<file path="src/rtl/core/sdw_pkg.sv">
// ----------------------------------------------------------------------------
// sdw_pkg
// Shared types, codes and helpers for the SD block write sequencer.
// ----------------------------------------------------------------------------
`default_nettype none

package sdw_pkg;

	// Sequencer phase
	typedef enum logic [2:0] {
		PH_IDLE       = 3'd0,
		PH_CMD        = 3'd1,
		PH_CMD_STATE  = 3'd2,
		PH_DATA       = 3'd3,
		PH_PROG_STATE = 3'd4,
		PH_TICK       = 3'd5
	} phase_t;

	// Event codes on the item channel
	localparam logic [2:0] CMD_START       = 3'd0;
	localparam logic [2:0] CMD_CMD_REPLY   = 3'd1;
	localparam logic [2:0] CMD_DATA_REPLY  = 3'd2;
	localparam logic [2:0] CMD_STATE_REPLY = 3'd3;
	localparam logic [2:0] CMD_TICK        = 3'd4;

	// Action codes on the result channel
	localparam logic [2:0] ACT_NONE   = 3'd0;
	localparam logic [2:0] ACT_CMD    = 3'd1;
	localparam logic [2:0] ACT_DATA   = 3'd2;
	localparam logic [2:0] ACT_STATE  = 3'd3;
	localparam logic [2:0] ACT_TIMER  = 3'd4;
	localparam logic [2:0] ACT_FINISH = 3'd5;

	// Error codes
	localparam logic [3:0] ERR_NONE     = 4'd0;
	localparam logic [3:0] ERR_CMD_CRC  = 4'd1;
	localparam logic [3:0] ERR_NO_RESP  = 4'd2;
	localparam logic [3:0] ERR_RESP_CRC = 4'd3;
	localparam logic [3:0] ERR_DATA_CRC = 4'd4;
	localparam logic [3:0] ERR_TIMEOUT  = 4'd5;
	localparam logic [3:0] ERR_GENERAL  = 4'd6;

	// Card state codes
	localparam logic [1:0] CST_TRANSFER = 2'd0;
	localparam logic [1:0] CST_RECEIVE  = 2'd1;

	// Configuration register indexes
	localparam logic [1:0] REG_HIGH_CAPACITY   = 2'd0;
	localparam logic [1:0] REG_BLOCK_SIZE_LOG2 = 2'd1;
	localparam logic [1:0] REG_RETRY_LIMIT     = 2'd2;
	localparam logic [1:0] REG_PROGRAM_TIMEOUT = 2'd3;

	localparam int CFG_DATA_W = 16;

	typedef struct packed {
		logic        high_capacity;
		logic [3:0]  block_size_log2;
		logic [7:0]  retry_limit;
		logic [15:0] program_timeout_ms;
	} cfg_t;

	typedef struct packed {
		logic [2:0]  command;
		logic [31:0] first_block;
		logic [31:0] block_total;
		logic [3:0]  error_code;
		logic [1:0]  card_state;
	} item_t;

	typedef struct packed {
		logic [2:0]  action;
		logic [31:0] command_argument;
		logic [31:0] data_block_index;
		logic [31:0] blocks_done;
		logic [3:0]  result_error;
	} result_t;

	// Transfer context, except the poll budget whose width is a parameter
	typedef struct packed {
		phase_t      phase;
		logic [31:0] current_block;
		logic [31:0] target_count;
		logic [31:0] done_count;
		logic [7:0]  cmd_tries;
		logic [7:0]  data_tries;
	} ctx_t;

	// A zero retry limit still allows one try
	function automatic logic [7:0] tries_init(input logic [7:0] limit);
		tries_init = (limit == 8'd0) ? 8'd1 : limit;
	endfunction

	// Card address: block number, or byte address for standard capacity
	function automatic logic [31:0] card_addr(input cfg_t cfg, input logic [31:0] blk);
		card_addr = cfg.high_capacity ? blk : (blk << cfg.block_size_log2);
	endfunction

endpackage

`default_nettype wire

</file>
<file path="src/rtl/core/sd_block_write_sequencer.sv">
// ----------------------------------------------------------------------------
// sd_block_write_sequencer
// Sequences single-block SD writes (CMD24) with command and data retries
// and a polled programming timeout. One action per event.
// ----------------------------------------------------------------------------
//
//   channel  | direction | handshake                  | payload
//   ---------+-----------+----------------------------+-----------------------
//   item     | in        | item_valid / item_stall    | command .. card_state
//   result   | out       | result_valid / result_stall| action .. result_error
//   cfg      | in        | cfg_we                     | cfg_index, cfg_data
//
// One event is taken every cycle while item_stall is low; a transaction taken into
// the input register moves on into the result register once it is empty or being taken.
// All decode work sits between the input register and the result register.
// Reset clears both valid flags, the phase, the counters and the
// configuration to its defaults.
// A stalled result holds the input register; item_stall rises only while
// that register holds a transaction that cannot move on.
// ----------------------------------------------------------------------------
`default_nettype none

module sd_block_write_sequencer #(
	parameter int POLL_WIDTH = 16
) (
	input  logic        clk,
	input  logic        arst_n,

	input  logic        item_valid,
	output logic        item_stall,
	input  logic [2:0]  command,
	input  logic [31:0] first_block,
	input  logic [31:0] block_total,
	input  logic [3:0]  error_code,
	input  logic [1:0]  card_state,

	output logic        result_valid,
	input  logic        result_stall,
	output logic [2:0]  action,
	output logic [31:0] command_argument,
	output logic [31:0] data_block_index,
	output logic [31:0] blocks_done,
	output logic [3:0]  result_error,

	input  logic                          cfg_we,
	input  logic [1:0]                    cfg_index,
	input  logic [sdw_pkg::CFG_DATA_W-1:0] cfg_data
);

	sdw_pkg::item_t   item_s1;
	logic             valid_s1;
	sdw_pkg::ctx_t    ctx_q;
	sdw_pkg::ctx_t    ctx_nxt;
	logic [POLL_WIDTH-1:0] poll_q;
	logic [POLL_WIDTH-1:0] poll_nxt;
	sdw_pkg::cfg_t    cfg_q;
	sdw_pkg::result_t res;
	sdw_pkg::result_t result_s2;
	logic             valid_s2;
	logic             advance;
	logic             fire;

	// Stage 1 moves on when the result register is empty or being taken
	assign advance    = !valid_s2 || !result_stall;
	assign fire       = valid_s1 && advance;
	assign item_stall = valid_s1 && !advance;

	// Configuration registers
	always_ff @(posedge clk or negedge arst_n) begin
		if (!arst_n) begin
			cfg_q.high_capacity      <= 1'b1;
			cfg_q.block_size_log2    <= 4'd9;
			cfg_q.retry_limit        <= 8'd2;
			cfg_q.program_timeout_ms <= 16'd250;
		end else if (cfg_we) begin
			unique case (cfg_index)
				sdw_pkg::REG_HIGH_CAPACITY:   cfg_q.high_capacity      <= cfg_data[0];
				sdw_pkg::REG_BLOCK_SIZE_LOG2: cfg_q.block_size_log2    <= cfg_data[3:0];
				sdw_pkg::REG_RETRY_LIMIT:     cfg_q.retry_limit        <= cfg_data[7:0];
				sdw_pkg::REG_PROGRAM_TIMEOUT: cfg_q.program_timeout_ms <= cfg_data[15:0];
				default:                      cfg_q                    <= cfg_q;
			endcase
		end
	end

	// Input register: take a transaction whenever stage 1 is free
	always_ff @(posedge clk or negedge arst_n) begin
		if (!arst_n) begin
			valid_s1 <= 1'b0;
		end else if (!item_stall) begin
			valid_s1 <= item_valid;
		end
	end

	always_ff @(posedge clk) begin
		if (!item_stall && item_valid) begin
			item_s1.command     <= command;
			item_s1.first_block <= first_block;
			item_s1.block_total <= block_total;
			item_s1.error_code  <= error_code;
			item_s1.card_state  <= card_state;
		end
	end

	sdw_step #(
		.POLL_WIDTH (POLL_WIDTH)
	) u_step (
		.ctx         (ctx_q),
		.poll_budget (poll_q),
		.item        (item_s1),
		.cfg         (cfg_q),
		.ctx_nxt     (ctx_nxt),
		.poll_nxt    (poll_nxt),
		.res         (res)
	);

	// Transfer context: update once per processed transaction
	always_ff @(posedge clk or negedge arst_n) begin
		if (!arst_n) begin
			ctx_q.phase         <= sdw_pkg::PH_IDLE;
			ctx_q.current_block <= 32'd0;
			ctx_q.target_count  <= 32'd0;
			ctx_q.done_count    <= 32'd0;
			ctx_q.cmd_tries     <= 8'd0;
			ctx_q.data_tries    <= 8'd0;
			poll_q              <= '0;
		end else if (fire) begin
			ctx_q  <= ctx_nxt;
			poll_q <= poll_nxt;
		end
	end

	// Result register
	always_ff @(posedge clk or negedge arst_n) begin
		if (!arst_n) begin
			valid_s2 <= 1'b0;
		end else if (advance) begin
			valid_s2 <= valid_s1;
		end
	end

	always_ff @(posedge clk) begin
		if (fire) begin
			result_s2 <= res;
		end
	end

	assign result_valid     = valid_s2;
	assign action           = result_s2.action;
	assign command_argument = result_s2.command_argument;
	assign data_block_index = result_s2.data_block_index;
	assign blocks_done      = result_s2.blocks_done;
	assign result_error     = result_s2.result_error;

`ifndef SYNTHESIS
	// A finish always leaves the sequencer idle
	a_finish_idle: assert property (@(posedge clk) disable iff (!arst_n)
		(fire && res.action == sdw_pkg::ACT_FINISH) |=> (ctx_q.phase == sdw_pkg::PH_IDLE))
		else $error("sequencer not idle after finish");

	// While a transfer runs, fewer blocks are done than requested
	a_count_bound: assert property (@(posedge clk) disable iff (!arst_n)
		(ctx_q.phase != sdw_pkg::PH_IDLE) |-> (ctx_q.done_count < ctx_q.target_count))
		else $error("done count reached target in a running transfer");

	// Programming polls always have budget left
	a_poll_left: assert property (@(posedge clk) disable iff (!arst_n)
		(ctx_q.phase == sdw_pkg::PH_PROG_STATE || ctx_q.phase == sdw_pkg::PH_TICK)
		|-> (poll_q != '0))
		else $error("poll budget empty while programming");

	// A stalled input stage means the result register is full and held
	a_stall_cause: assert property (@(posedge clk) disable iff (!arst_n)
		item_stall |-> (valid_s1 && valid_s2 && result_stall))
		else $error("input stalled without a held result");
`endif

endmodule

`default_nettype wire

</file>
<file path="src/rtl/core/sdw_step.sv">
// ----------------------------------------------------------------------------
// sdw_step
// Decode one event against the current phase: pick the action and work out
// the next transfer context.
// ----------------------------------------------------------------------------
`default_nettype none

module sdw_step #(
	parameter int POLL_WIDTH = 16
) (
	input  sdw_pkg::ctx_t          ctx,
	input  logic [POLL_WIDTH-1:0]  poll_budget,
	input  sdw_pkg::item_t         item,
	input  sdw_pkg::cfg_t          cfg,
	output sdw_pkg::ctx_t          ctx_nxt,
	output logic [POLL_WIDTH-1:0]  poll_nxt,
	output sdw_pkg::result_t       res
);

	localparam int TMO_W = 16;

	logic [POLL_WIDTH-1:0] poll_masked;
	logic [POLL_WIDTH-1:0] poll_load;
	logic [POLL_WIDTH-1:0] poll_dec;
	logic [7:0]            cmd_dec;
	logic [7:0]            data_dec;
	logic [7:0]            tries_load;
	logic [31:0]           done_inc;
	logic [31:0]           next_block;

	logic start_refused;
	logic start_load;
	logic restart_block;
	logic cmd_retry;
	logic data_retry;
	logic block_done;
	logic last_block;
	logic load_poll;
	logic dec_poll;

	// Fit the timeout register to the poll budget width
	generate
		if (POLL_WIDTH > TMO_W) begin : g_poll_wide
			assign poll_masked = {{(POLL_WIDTH-TMO_W){1'b0}}, cfg.program_timeout_ms};
		end else if (POLL_WIDTH == TMO_W) begin : g_poll_same
			assign poll_masked = cfg.program_timeout_ms;
		end else begin : g_poll_narrow
			assign poll_masked = cfg.program_timeout_ms[POLL_WIDTH-1:0];
		end
	endgenerate

	assign poll_load  = (poll_masked == '0) ? POLL_WIDTH'(1) : poll_masked;
	assign poll_dec   = poll_budget - POLL_WIDTH'(1);
	assign cmd_dec    = ctx.cmd_tries - 8'd1;
	assign data_dec   = ctx.data_tries - 8'd1;
	assign tries_load = sdw_pkg::tries_init(cfg.retry_limit);
	assign done_inc   = ctx.done_count + 32'd1;
	assign next_block = ctx.current_block + 32'd1;
	assign last_block = (done_inc == ctx.target_count);

	// Choose the action for this event
	always_comb begin
		res           = '0;
		start_refused = 1'b0;
		start_load    = 1'b0;
		restart_block = 1'b0;
		cmd_retry     = 1'b0;
		data_retry    = 1'b0;
		block_done    = 1'b0;
		load_poll     = 1'b0;
		dec_poll      = 1'b0;
		unique case (item.command)
			sdw_pkg::CMD_START: begin
				if (item.error_code != sdw_pkg::ERR_NONE) begin
					// refused start: finish with nothing written
					start_refused    = 1'b1;
					res.action       = sdw_pkg::ACT_FINISH;
					res.result_error = item.error_code;
				end else begin
					start_load = 1'b1;
					if (item.block_total == 32'd0) begin
						res.action = sdw_pkg::ACT_FINISH;
					end else begin
						restart_block        = 1'b1;
						res.action           = sdw_pkg::ACT_CMD;
						res.command_argument = sdw_pkg::card_addr(cfg, item.first_block);
					end
				end
			end
			sdw_pkg::CMD_CMD_REPLY: begin
				if (ctx.phase == sdw_pkg::PH_CMD) begin
					if (item.error_code == sdw_pkg::ERR_NONE) begin
						res.action           = sdw_pkg::ACT_DATA;
						res.data_block_index = ctx.done_count;
					end else if (item.error_code == sdw_pkg::ERR_CMD_CRC ||
							item.error_code == sdw_pkg::ERR_NO_RESP) begin
						cmd_retry = 1'b1;
						if (cmd_dec != 8'd0) begin
							res.action           = sdw_pkg::ACT_CMD;
							res.command_argument = sdw_pkg::card_addr(cfg, ctx.current_block);
						end else begin
							res.action       = sdw_pkg::ACT_FINISH;
							res.blocks_done  = ctx.done_count;
							res.result_error = item.error_code;
						end
					end else if (item.error_code == sdw_pkg::ERR_RESP_CRC) begin
						res.action = sdw_pkg::ACT_STATE;
					end else begin
						res.action       = sdw_pkg::ACT_FINISH;
						res.blocks_done  = ctx.done_count;
						res.result_error = item.error_code;
					end
				end
			end
			sdw_pkg::CMD_DATA_REPLY: begin
				if (ctx.phase == sdw_pkg::PH_DATA) begin
					if (item.error_code == sdw_pkg::ERR_NONE) begin
						load_poll  = 1'b1;
						res.action = sdw_pkg::ACT_STATE;
					end else if (item.error_code == sdw_pkg::ERR_DATA_CRC) begin
						data_retry = 1'b1;
						if (data_dec != 8'd0) begin
							restart_block        = 1'b1;
							res.action           = sdw_pkg::ACT_CMD;
							res.command_argument = sdw_pkg::card_addr(cfg, ctx.current_block);
						end else begin
							res.action       = sdw_pkg::ACT_FINISH;
							res.blocks_done  = ctx.done_count;
							res.result_error = sdw_pkg::ERR_DATA_CRC;
						end
					end else begin
						res.action       = sdw_pkg::ACT_FINISH;
						res.blocks_done  = ctx.done_count;
						res.result_error = item.error_code;
					end
				end
			end
			sdw_pkg::CMD_STATE_REPLY: begin
				if (ctx.phase == sdw_pkg::PH_CMD_STATE) begin
					// card state after a reply CRC error
					if (item.error_code != sdw_pkg::ERR_NONE) begin
						res.action       = sdw_pkg::ACT_FINISH;
						res.blocks_done  = ctx.done_count;
						res.result_error = item.error_code;
					end else if (item.card_state == sdw_pkg::CST_TRANSFER) begin
						cmd_retry = 1'b1;
						if (cmd_dec != 8'd0) begin
							res.action           = sdw_pkg::ACT_CMD;
							res.command_argument = sdw_pkg::card_addr(cfg, ctx.current_block);
						end else begin
							res.action       = sdw_pkg::ACT_FINISH;
							res.blocks_done  = ctx.done_count;
							res.result_error = sdw_pkg::ERR_CMD_CRC;
						end
					end else if (item.card_state == sdw_pkg::CST_RECEIVE) begin
						res.action           = sdw_pkg::ACT_DATA;
						res.data_block_index = ctx.done_count;
					end else begin
						res.action       = sdw_pkg::ACT_FINISH;
						res.blocks_done  = ctx.done_count;
						res.result_error = sdw_pkg::ERR_GENERAL;
					end
				end else if (ctx.phase == sdw_pkg::PH_PROG_STATE) begin
					// card state while programming
					if (item.error_code != sdw_pkg::ERR_NONE) begin
						res.action       = sdw_pkg::ACT_FINISH;
						res.blocks_done  = ctx.done_count;
						res.result_error = item.error_code;
					end else if (item.card_state == sdw_pkg::CST_TRANSFER) begin
						block_done = 1'b1;
						if (last_block) begin
							res.action      = sdw_pkg::ACT_FINISH;
							res.blocks_done = done_inc;
						end else begin
							restart_block        = 1'b1;
							res.action           = sdw_pkg::ACT_CMD;
							res.command_argument = sdw_pkg::card_addr(cfg, next_block);
						end
					end else begin
						dec_poll = 1'b1;
						if (poll_dec != '0) begin
							res.action = sdw_pkg::ACT_TIMER;
						end else begin
							res.action       = sdw_pkg::ACT_FINISH;
							res.blocks_done  = ctx.done_count;
							res.result_error = sdw_pkg::ERR_TIMEOUT;
						end
					end
				end
			end
			sdw_pkg::CMD_TICK: begin
				if (ctx.phase == sdw_pkg::PH_TICK) begin
					res.action = sdw_pkg::ACT_STATE;
				end
			end
			default: begin
				res = '0;
			end
		endcase
	end

	// Advance the transfer context
	always_comb begin
		ctx_nxt  = ctx;
		poll_nxt = poll_budget;

		unique case (res.action)
			sdw_pkg::ACT_CMD:    ctx_nxt.phase = sdw_pkg::PH_CMD;
			sdw_pkg::ACT_DATA:   ctx_nxt.phase = sdw_pkg::PH_DATA;
			sdw_pkg::ACT_STATE:  ctx_nxt.phase = (ctx.phase == sdw_pkg::PH_CMD) ?
					sdw_pkg::PH_CMD_STATE : sdw_pkg::PH_PROG_STATE;
			sdw_pkg::ACT_TIMER:  ctx_nxt.phase = sdw_pkg::PH_TICK;
			sdw_pkg::ACT_FINISH: ctx_nxt.phase = sdw_pkg::PH_IDLE;
			default:             ctx_nxt.phase = ctx.phase;
		endcase

		if (start_refused) begin
			ctx_nxt.done_count = 32'd0;
		end
		if (start_load) begin
			ctx_nxt.current_block = item.first_block;
			ctx_nxt.target_count  = item.block_total;
			ctx_nxt.done_count    = 32'd0;
			if (item.block_total != 32'd0) begin
				ctx_nxt.data_tries = tries_load;
			end
		end
		if (cmd_retry) begin
			ctx_nxt.cmd_tries = cmd_dec;
		end
		if (data_retry) begin
			ctx_nxt.data_tries = data_dec;
		end
		if (block_done) begin
			ctx_nxt.done_count = done_inc;
			if (!last_block) begin
				ctx_nxt.current_block = next_block;
				ctx_nxt.data_tries    = tries_load;
			end
		end
		if (restart_block) begin
			ctx_nxt.cmd_tries = tries_load;
		end
		if (load_poll) begin
			poll_nxt = poll_load;
		end else if (dec_poll) begin
			poll_nxt = poll_dec;
		end
	end

endmodule

`default_nettype wire
</file>
<file path="config.mk">
export PLATFORM = sky130hd
export DESIGN_NAME = sd_block_write_sequencer
export DESIGN_NICKNAME = d
export VERILOG_FILES = /design/src/rtl/core/sdw_pkg.sv /design/src/rtl/core/sd_block_write_sequencer.sv /design/src/rtl/core/sdw_step.sv
export SDC_FILE = /design/constraint.sdc
export NUM_CORES = 1
export LEC_CHECK = 0
export ABC_AREA = 1
export BUFFER_PORTS_ARGS = -buffer_cell sky130_fd_sc_hd__buf_2
export CAP_MARGIN = 10
export CORE_MARGIN = 2
export CORE_UTILIZATION = 30
export CTS_BUF_LIST = sky130_fd_sc_hd__clkbuf_2
export CTS_CLUSTER_SIZE = 16
export DETAILED_ROUTE_END_ITERATION = 10
export SKIP_LAST_GASP = 1
export SYNTH_ARGS = -nofsm -noshare
export SYNTH_HDL_FRONTEND = slang
export SYNTH_HIERARCHICAL = 1
export SYNTH_SLANG_ARGS = --single-unit
</file>
<file path="constraint.sdc">
create_clock -name clk -period 9.27 [get_ports clk]
set_input_delay 1.854 -clock clk [delete_from_list [all_inputs] [get_ports clk]]
set_output_delay 1.854 -clock clk [all_outputs]
set_load 0.005 [all_outputs]
</file>
-- Word-level counts from Yosys, hierarchy flattened
Cells that the tools add are included.
- flip-flop bits (word level): 338
- input port bits: 96
- output and inout port bits: 105
- word-level logic and storage cells: 210
- add/subtract/negate cells: 5
- equality and inequality tests: 23
- shift-type cells: 3
- mux-type cells: 122
- reduce and logical (&&, ||, !) cells: 34
- operators by type and width (operator ; count):
    32-bit 2-to-1 mux ; 25
    36-bit 2-to-1 mux ; 16
    32-bit one-hot mux with 4 select lines ; 1
    35-bit 2-to-1 mux ; 3
    103-bit 2-to-1 mux ; 1
    96-bit 2-to-1 mux ; 1
    32-bit one-hot mux with 3 select lines ; 1
    32-bit by 4-bit left shift with 32-bit output ; 3
    32-bit by 1-bit adder with 32-bit output (second input constant) ; 2
    64-bit 2-to-1 mux ; 1
    8-bit 2-to-1 mux ; 8
    32-bit one-hot mux with 2 select lines ; 1
    16-bit 2-to-1 mux ; 3
    3-bit 2-to-1 mux ; 16
    1-bit 2-to-1 mux ; 37
    32-bit equality test ; 1
    32-bit zero test ; 1
    32-bit nonzero test ; 1
    3-bit one-hot mux with 5 select lines ; 2
    3-bit by 2-bit equality test with 1-bit output (second input constant) ; 6
    2-bit AND reduction ; 9
    16-bit zero test ; 1
    4-bit one-hot mux with 4 select lines ; 1
    16-bit nonzero test ; 1
    other kinds (25) ; 45

-- Logic depth before layout (Yosys ltp)
Gate-level depths: netlist of run 1.
- depth in word-level cells: 12
- depth in mapped cells: 23
- depth with buffers taken out: 23

-- Cells and area by module
Netlist of run 1, hierarchy kept.
- modules (own cells, without submodules) (module ; instances ; cells each ; area each (um2) ; seq. area each (um2)):
    sdw_step ; 1 ; 2813 ; 12896.1 ; 0.0
    sd_block_write_sequencer ; 1 ; 888 ; 11753.8 ; 9351.5

-- Worst setup path after synthesis of run 1
No wires, ideal clock.
- path type: input -> register
- start: input port result_stall
- end: register result_s2 (netlist bit action[0]), enable pin
- library setup time: 0.457 ns
- arrival: 4.386 ns
- data required time: 8.813 ns
- path slack: 4.427 ns
- cell stages on the path: 5
- path buffers: 2
- path through: nand2_2 nand2_2 buf_4 buf_4 inv_1
- cells in the longest elaborated chain, start to end: 3
- RTL lines (element ; RTL line ; RTL):
    from (decl) ; sd_block_write_sequencer.sv:38 ; input logic result_stall,
    1-bit zero test ; sd_block_write_sequencer.sv:64 ; assign advance = !valid_s2 || !result_stall;
    1-bit logical OR ; sd_block_write_sequencer.sv:64 ;
    1-bit logical AND ; sd_block_write_sequencer.sv:65 ; assign fire = valid_s1 && advance;
    via fire ; sd_block_write_sequencer.sv:61 ; logic fire;
    to (signal assigned) ; sd_block_write_sequencer.sv:144 ; result_s2 <= res;
    to (decl) ; sd_block_write_sequencer.sv:58 ; sdw_pkg::result_t result_s2;
The timed path passes the listed nets, and every way through them passes these cells.
A chain may end at the register's enable or synchronous reset.

-- Final worst setup path of run 1
- start: register valid_s1
- end: output port item_stall
- cells in the longest elaborated chain, start to end: 1
- RTL lines (element ; RTL line ; RTL):
    from (decl) ; sd_block_write_sequencer.sv:51 ; logic valid_s1;
    from (signal assigned) ; sd_block_write_sequencer.sv:91 ; valid_s1 <= item_valid;
    1-bit logical AND ; sd_block_write_sequencer.sv:66 ; assign item_stall = valid_s1 && !advance;
    to (decl) ; sd_block_write_sequencer.sv:30 ; output logic item_stall,
Every way passes these cells.

==> metrics.yaml, run 1 <==
drt:
  drt_iter0_drc: 3355
  wl_mm: 103
  drc_errors: 0
  average_detailed_routed_wire_length_per_instance_um: 20.7
  vias_per_cell: 5.47
  vias: 27300
  drt_first_pass_iters: 6
  drt.antenna.violating_nets: 0
clock_network:
  htree_levels: 3
  cts_setup_buffers: 0
  numCtsBuffers: 98
  cts.clk_slew.worst_paths_ps: 110
  clock_tree_from_tritoncts: "yes"
  insertion_delay_ps: 1200
  cts.root.buffer_cell: "sky130_fd_sc_hd__clkbuf_2"
  cts.path.max_buffers: 3
  tritoncts_num_sinks: 338
  cts_repair_resize_count: 0
  ctsHoldBuffers: 0
timing:
  timing.max_slew.rel_slack_pct: 20.9
  tightest_slew_ps: 1190
  finClkSkew_ps: 111
  min_setup_slack_post_route_ps: 3670
  number_of_failing_hold_endpoints_at_the_final_stage: 0
  setup_total_negative_slack_ps: 0
  setup_viol: 0
  finalMaxSlewViolations: 0
  maximum_clock_rate_mhz: 179
  timing.final.crit_share_pct: 60.4
  fin_hold_ws_ps: 481
  rsz0062_at_grt: "no"
  period_minus_slack_ps: 5600
pwr:
  leakage_nw: 12.2
  power.density_cell_area_nw_per_um2: 190
  worst_ir_drop_vdd_mv: 0.131
  design_power_total_mw: 5.19
critical_path:
  slowest_cell_on_the_critical_path: "sky130_fd_sc_hd__buf_4"
  setup.worst_path.end_class: "primary output"
  crit_family: "buffers and inverters"
  r2r_cells: 22
  worst-path-max-fanout: 83
  reg2reg_setup_slack_ps: 3960
  worstPathCellList: "buf_4 -> inv_1 -> nor2_1 -> buf_2"
  worstPathArrival_ps: 3750
  critPathBufInv: 3
  setup.worst_path.start_class: "flop"
  worstPathRequired_ps: 7420
  criticalPathCategory: "flop to primary output"
  rr_startpoint: "ctx_q[16]"
  timing.critical_path.slowest_cell_delay_ps: 940
  endpoint_of_the_most_critical_register_to_register_path: "ctx_q[8]"
yosys:
  synthTopCellsByArea: "sky130_fd_sc_hd__edfxtp_1, sky130_fd_sc_hd__nand2_1, sky130_fd_sc_hd__dfrtp_1, sky130_fd_sc_hd__nand3_1, sky130_fd_sc_hd__o21ai_0"
  synth-seq-area-share_pct: 37.9
  synth_xor_xnor_area_share_pct: 1.14
  synth_simple_gate_area_share_pct: 37.8
  postSynthRegisterBits: 338
  share_of_async_settable_or_async_resettable_flops_after_synthesis_pct: 47.9
  synth_cells: 3701
  synth_top_cell_by_area: "sky130_fd_sc_hd__edfxtp_1"
  yosys.area_share.adder_pct: 0.406
  synth_largest_type_area_fraction_pct: 21.4
  muxShareOfSynthArea_pct: 1.02
  number_of_enable_flip_flop_cells_after_synthesis: 176
  yosysWarningCount: 6
  synth_top_flop_cell: "sky130_fd_sc_hd__edfxtp_1"
  avgSynthCellArea_sq_um: 6.66
  post_synth_num_cell_types: 53
  synth_fp_nets: 3805
  main_combinational_cell_family_by_area_after_synthesis: "simple AND/OR/NAND/NOR gates"
  synth_compound_area_share_pct: 13.7
  synthesis.area_sq_um: 24600
layout:
  most-common-layout-cells: "sky130_fd_sc_hd__nand2_1, sky130_fd_sc_hd__nand3_1, sky130_fd_sc_hd__o21ai_0, sky130_fd_sc_hd__inv_1, sky130_fd_sc_hd__nor2_1"
  final_core_utilization_pct: 33.5
  most_common_cell_after_layout_fill_and_taps_aside: "sky130_fd_sc_hd__nand2_1"
  stdcell_area_sq_um: 27400
  final-instance-count-excl-fill: 4986
  drive_gt1_share_pct: 12.3
  syn2layout_area_growth_pct: 11.0
  layout.nets: 3927
placement:
  buffer_ports.inserted: 200
  place.gp.congestion: 0.991
  placed_area_sq_um: 26400
  dpl.hpwl_mm: 73.7
  preCtsSetupSlack_ps: 4150
  placedCellCount: 4793
run_status:
  status: "complete, no violations"
global_routing:
  first_global_vias: 24600
  wire_length_of_the_first_global_routing_pass_mm: 156
  grt_util_all_layers_pct: 23.7
  antenna_found_initial: 14
  total_gr_overflow: 0
  maximum_number_of_pins_on_one_net_before_global_route_repair: 102
hold_path:
  hold-path-endpoint: "ctx_q[14]"
  hp-class: "flop to flop"
  min-delay-start: "ctx_q[14]"
  worstHoldPathCells: 2
floorplan:
  placementRows: 105
  chip_height_um: 291
  die_area_sq_um: 84500
  io_pins: 201
  initial_util_pct: 30.2
  fp.coreArea_sq_um: 81700
  chipWidth_um: 291
run:
  cap_violations: 0
## worst max path at each step
stage | startpoint | slack (ps) | depth (start not counted) | endpoint
floorplan | result_stall | 4430 | 5 | action[0]
global placement | ctx_q[16] | 4220 | 22 | ctx_q[8]
detailed placement | ctx_q[16] | 4150 | 22 | ctx_q[8]
CTS | valid_s1 | 3580 | 4 | item_stall
global route | valid_s1 | 3450 | 4 | item_stall
finish | valid_s1 | 3670 | 4 | item_stall
## logic make-up (layout without fill, tap and decap cells)
family / count (synthesis) / count (layout)
muxes: 25 / 25
AOI/OAI and AO/OA: 602 / 602
xor gates and xnor gates: 32 / 32
adders and majority gates: 8 / 8
buffers and inverters: 498 / 705
other: 0 / 8
DFF: 338 / 338
and+or+nand+nor: 2198 / 2198
## registers in the layout, indices dropped and copies added, names as in the netlist
name,cells
action,3
ctx_q,115
poll_q,16
blocks_done,32
item_s1,73
result_error,4
data_block_index,32
command_argument,32
cfg_q,29
valid_s1,1
result_valid,1
## report_power, final
| part | internal, mW | total, mW | switching (mW) |
|---|---|---|---|
| logic | 0.604 | 2.01 | 1.40 |
| registers | 1.77 | 2.01 | 0.235 |
| clock network | 0.447 | 1.17 | 0.727 |
## per-layer routing
| layer | part of all wire [%] | vias up | wire (um) | track usage (%) |
|---|---|---|---|---|
| met5 | 0.11 | - | 111 | 0 |
| li1 | - | 12800 | - | - |
| met4 | 2.4 | 16 | 2490 | 6.39 |
| met1 | 46 | 12800 | 47700 | 36.0 |
| met2 | 40 | 1531 | 41600 | 33.2 |
| met3 | 11 | 178 | 11200 | 5.22 |
## cells in the mapped netlist (all sizes together), types with 2 or more instances
| cell | count |
|---|---|
| nand4 | 92 |
| clkinv | 5 |
| or2 | 12 |
| xor2 | 27 |
| o221ai | 6 |
| edfxtp | 176 |
| mux2i | 24 |
| o21ai | 370 |
| nand2 | 1306 |
| nor4 | 16 |
| o211ai | 34 |
| a221oi | 11 |
| dfrtp | 152 |
| nor3 | 79 |
| o21a | 9 |
| o2111ai | 3 |
| o21bai | 2 |
| a22oi | 19 |
| o22ai | 61 |
| a21oi | 72 |
| nand3b | 5 |
| ha | 8 |
| a2bb2oi | 3 |
| clkbuf | 133 |
| xnor2 | 5 |
| nor2 | 267 |
| inv | 273 |
| a211oi | 3 |
| nand3 | 418 |
| dfstp | 10 |
| buf | 87 |
| a31oi | 5 |
## final cells by class
type	count	area, sq um
Tap cell	1070	1340
Clock inverter	32	145
Fill cell	9075	54300
Multi-Input combinational cell	2865	13400
Sequential cell	338	9360
Clock buffer	153	766
Inverter	278	1050
Timing Repair Buffer	242	1320
Antenna cell	8	20.0
## worst reg2reg max path: stages (launching register included)
cell and delay (ps):
sky130_fd_sc_hd__dfrtp_1 530, sky130_fd_sc_hd__ha_1 240, sky130_fd_sc_hd__nand2_1 120, sky130_fd_sc_hd__nor2_4 210, sky130_fd_sc_hd__nand3_1 180, sky130_fd_sc_hd__nor2_1 230, sky130_fd_sc_hd__nand2_1 90, sky130_fd_sc_hd__nand2_1 80
sky130_fd_sc_hd__nand2_1 110, sky130_fd_sc_hd__nand2_1 80, sky130_fd_sc_hd__nand2_1 70, sky130_fd_sc_hd__nor2_1 90, sky130_fd_sc_hd__nand2_1 60, sky130_fd_sc_hd__nor2_2 900, sky130_fd_sc_hd__nand2_2 260, sky130_fd_sc_hd__nand2_2 110
sky130_fd_sc_hd__buf_4 590, sky130_fd_sc_hd__inv_2 280, sky130_fd_sc_hd__nor3_4 540, sky130_fd_sc_hd__o21ai_0 190, sky130_fd_sc_hd__o21ai_1 120, sky130_fd_sc_hd__nand3_1 80, sky130_fd_sc_hd__nand2_1 100
Power figures use the tool's default switching activity.
==> inputs of run 2 (changes only) <==
--- a/config.mk
+++ b/config.mk
@@ -5,7 +5,7 @@
 export SDC_FILE = /design/constraint.sdc
 export NUM_CORES = 1
 export LEC_CHECK = 0
-export ABC_AREA = 1
+export ABC_AREA = 0
 export BUFFER_PORTS_ARGS = -buffer_cell sky130_fd_sc_hd__buf_2
 export CAP_MARGIN = 10
 export CORE_MARGIN = 2
==> constraint.sdc (replaced) <==
create_clock -name clk -period 5.34 [get_ports clk]
set_input_delay 1.068 -clock clk [delete_from_list [all_inputs] [get_ports clk]]
set_output_delay 1.068 -clock clk [all_outputs]
set_load 0.005 [all_outputs]
==> run 2 against run 1 <==
Compared with the run above: sequential cell count unchanged; total power rose by 85%; register-to-register slack lost 3300 ps; die area down 3.3%; clock-buffer cell count is 25 lower; largest power group unchanged; clock skew up 32 ps; sequential share of layout area increased by 0.64 points; critical endpoint is now ctx_q[10]; global-route usage is 2.9 points lower; non-clock buffer count is 42 higher.
==> metrics.yaml, run 2 <==
timing:
  setup_viol: 0  # unchanged
  timing.final.crit_share_pct: 88.2
  number_of_failing_hold_endpoints_at_the_final_stage: 0  # unchanged
  finClkSkew_ps: 143  # was 111 ps
  fin_hold_ws_ps: 176  # was 481 ps
  rsz0062_at_grt: "no"  # unchanged
  tightest_slew_ps: 1250  # was 1190 ps
  timing.max_slew.rel_slack_pct: 16.0  # was 20.9%
  finalMaxSlewViolations: 0  # unchanged
  maximum_clock_rate_mhz: 212
  period_minus_slack_ps: 4710
  setup_total_negative_slack_ps: 0  # unchanged
layout:
  stdcell_area_sq_um: 26900  # was 27400 sq um
  most_common_cell_after_layout_fill_and_taps_aside: "sky130_fd_sc_hd__nand2_1"  # unchanged
  layout.nets: 2824  # was 3927
  drive_gt1_share_pct: 21.5  # was 12.3%
  biggest_regs: "ctx_q (115), item_s1 (73)"  # unchanged
  area_of_the_multi_input_gates_sq_um: 13400  # about the same
  top_register: "ctx_q"  # unchanged
  syn2layout_area_growth_pct: 12.8  # was 11.0%
  filler_cell_count: 8163  # was 9075
  ff_latch_area_sq_um: 9360  # about the same
  most-common-layout-cells: "sky130_fd_sc_hd__nand2_1, sky130_fd_sc_hd__buf_2, sky130_fd_sc_hd__nor2_1, sky130_fd_sc_hd__edfxtp_1, sky130_fd_sc_hd__dfrtp_1"  # was sky130_fd_sc_hd__nand2_1, sky130_fd_sc_hd__nand3_1, sky130_fd_sc_hd__o21ai_0, sky130_fd_sc_hd__inv_1, sky130_fd_sc_hd__nor2_1
  largest_reg_flops: 115  # unchanged
placement:
  placed_area_sq_um: 25800  # was 26400 sq um
  place.gp.congestion: 0.993  # was 0.991
  buffer_ports.inserted: 200  # unchanged
  dpl.hpwl_mm: 62.9  # was 73.7 mm
clock_network:
  cts.path.max_buffers: 3  # unchanged
  cts.clk_slew.worst_paths_ps: 120  # was 110 ps
  tritoncts_num_sinks: 338  # unchanged
  numCtsBuffers: 89  # was 98
  htree_levels: 3  # unchanged
  cts_setup_buffers: 0  # unchanged
  cts_repair_resize_count: 0  # unchanged
  clock_tree_from_tritoncts: "yes"  # unchanged
  cts.root.buffer_cell: "sky130_fd_sc_hd__clkbuf_2"  # unchanged
  insertion_delay_ps: 1160  # was 1200 ps
critical_path:
  worstPathArrival_ps: 5640  # was 3750 ps
  worstPathCellList: "nand4_1 -> or4_1 -> nor4_1 -> xnor2_1 -> nand4_1 -> or4_4 -> o21ai_4 -> nand3_1 -> mux2_2 -> mux2_2"  # was buf_4 -> inv_1 -> nor2_1 -> buf_2
  worst-path-max-fanout: 13  # was 83
  criticalPathCategory: "flop to flop"  # was flop to primary output
  crit_family: "simple AND/OR/NAND/NOR gates"  # was buffers and inverters
  worstPathRequired_ps: 6270  # was 7420 ps
  setup.worst_path.start_class: "flop"  # unchanged
  reg2reg_setup_slack_ps: 630  # was 3960 ps
  critPathBufInv: 0  # was 3
  timing.critical_path.slowest_cell_delay_ps: 730  # was 940 ps
  slowest_cell_on_the_critical_path: "sky130_fd_sc_hd__or4_1"  # was sky130_fd_sc_hd__buf_4
  setup.worst_path.end_class: "flop"  # was primary output
global_routing:
  maximum_number_of_pins_on_one_net_before_global_route_repair: 96  # was 102
  first_global_vias: 20500  # was 24600
  wire_length_of_the_first_global_routing_pass_mm: 132  # was 156 mm
  total_gr_overflow: 0  # unchanged
  grt_util_all_layers_pct: 20.8  # was 23.7%
  antenna_found_initial: 3  # was 14
hold_path:
  hp-class: "input pin to flop"  # was flop to flop
floorplan:
  io_pins: 201  # unchanged
  chip_height_um: 286  # was 291 um
  placementRows: 103  # was 105
  die_area_sq_um: 81700  # was 84500 sq um
  initial_util_pct: 30.3  # was 30.2%
  chipWidth_um: 286  # was 291 um
  fp.coreArea_sq_um: 78700  # was 81700 sq um
run_status:
  status: "complete, no violations"  # unchanged
drt:
  drt.antenna.violating_nets: 0  # unchanged
  drt_first_pass_iters: 8  # was 6
  average_detailed_routed_wire_length_per_instance_um: 22.8  # was 20.7 um
  drc_errors: 0  # unchanged
  wl_mm: 87.8  # was 103 mm
  vias_per_cell: 5.78  # was 5.47
  vias: 22300  # was 27300
  drt_iter0_drc: 2542  # was 3355
pwr:
  power.density_cell_area_nw_per_um2: 357  # was 190 nW/um^2
  worst_ir_drop_vdd_mv: 0.181  # was 0.131 mV
  leakage_nw: 10.7  # was 12.2 nW
yosys:
  number_of_enable_flip_flop_cells_after_synthesis: 176  # unchanged
  synth_top_cells_by_count: "sky130_fd_sc_hd__nand2_1, sky130_fd_sc_hd__nor2_1, sky130_fd_sc_hd__clkbuf_1"  # was sky130_fd_sc_hd__nand2_1, sky130_fd_sc_hd__nand3_1, sky130_fd_sc_hd__o21ai_0
  yosysWarningCount: 6  # unchanged
  synthTopCellsByArea: "sky130_fd_sc_hd__edfxtp_1, sky130_fd_sc_hd__dfrtp_1, sky130_fd_sc_hd__mux2_2, sky130_fd_sc_hd__nand2_1, sky130_fd_sc_hd__mux2_1"  # was sky130_fd_sc_hd__edfxtp_1, sky130_fd_sc_hd__nand2_1, sky130_fd_sc_hd__dfrtp_1, sky130_fd_sc_hd__nand3_1, sky130_fd_sc_hd__o21ai_0
  synth_largest_type_area_fraction_pct: 22.2  # was 21.4%
  synthesis.area_sq_um: 23800  # was 24600 sq um
  share_of_async_settable_or_async_resettable_flops_after_synthesis_pct: 47.9  # unchanged
  synth_top_flop_cell: "sky130_fd_sc_hd__edfxtp_1"  # unchanged
  synth_most_common_cell: "sky130_fd_sc_hd__nand2_1"  # unchanged
  avgSynthCellArea_sq_um: 9.25  # was 6.66 sq um
  postSynthRegisterBits: 338  # unchanged
  synth_cells: 2576  # was 3701
  post_synth_num_cell_types: 85  # was 53
  synth_top_cell_by_area: "sky130_fd_sc_hd__edfxtp_1"  # unchanged
  synth_fp_nets: 2680  # was 3805
  synth-seq-area-share_pct: 39.3  # was 37.9%
run:
  cap_violations: 0  # unchanged
[run 2: cell count changes after synthesis, moves of 64 or more]
cell / previous run / this run
sky130_fd_sc_hd__a21oi_1: 71 / 147
sky130_fd_sc_hd__nand2_1: 1298 / 311
sky130_fd_sc_hd__xnor2_1: 5 / 79
sky130_fd_sc_hd__inv_1: 264 / 42
sky130_fd_sc_hd__mux2_2: 1 / 105
sky130_fd_sc_hd__nand3_1: 414 / 70
sky130_fd_sc_hd__a211oi_1: 3 / 67
sky130_fd_sc_hd__o21ai_0: 355 / 145
sky130_fd_sc_hd__mux2_1: 0 / 79
[run 2: routing by layer]
layer  share of wire [%]  track usage [%]  wire (um)
met1                  44             30.2      38900
met2                  43             30.5      38000
met3                 9.0             3.87       7890
met4                 3.4             8.17       3000
met5                   0                0          0
[run 2: worst register-to-register path, delay by kind of cell (launching register included)]
kind | cells | cell delay, ps
compound gates | 1 | 340
mux | 2 | 660
simple gates | 6 | 2770
xor+xnor | 1 | 170
flops | 1 | 570
[run 2: metrics by stage]
stage | std cells | util (%) | power, mW | worst slack [ps]
after detailed placement | 3662 | 32.8 | 7.55 | 752
after global routing | 3848 | 34.1 | 10.1 | 358
after CTS | 3846 | 34.1 | 9.56 | 672
after floorplan | 2576 | - | 6.30 | 1360
final | 3848 | 34.1 | 9.58 | 630
after global placement | 3662 | 32.8 | 7.53 | 826
[run 2: timing repair]
item / 4_1_cts / 5_1_grt
setup endpoints to repair: 0 / 0
hold buffers: 17 / 0
endpoints found under the hold margin: 77 / 0
[run 2: final timing paths]
| check | from | to | depth (start not counted) |
|---|---|---|---|
| max | ctx_q[29] | ctx_q[10] | 10 |
| min | block_total[22] | item_s1[28] | 1 |
| max reg2reg | ctx_q[29] | ctx_q[10] | 10 |
| max in group asynchronous | arst_n | ctx_q[96] | 3 |
| min in group asynchronous | arst_n | ctx_q[45] | 2 |
| min reg2reg | valid_s1 | result_valid | 1 |
[run 2: cell type report]
| cell class | count | area share, % |
|---|---|---|
| inverter | 44 | 0.615 |
| multi-input combinational | 1963 | 49.9 |
| antenna | 2 | 0.0186 |
| clock buffer | 128 | 2.38 |
| tap | 1050 | 4.89 |
| clock inverter | 39 | 0.838 |
| sequential | 338 | 34.8 |
| timing repair buffer | 284 | 6.53 |
[run 2: where the power goes]
part / switching, mW / internal, mW / total, mW
Sequential: 0.724 / 3.14 / 3.86
Clock: 1.18 / 0.759 / 1.94
Combinational: 2.23 / 1.55 / 3.78
[run 2: cells by family after synthesis]
family          after synthesis  share of synthesized area (%)
xor+xnor                    111                           4.08
flops                       338                           39.3
simple gates                899                           18.2
buf+inv                     275                           4.78
compound gates              643                           17.5
fa+ha+maj                     8                          0.420
mux                         302                           15.7
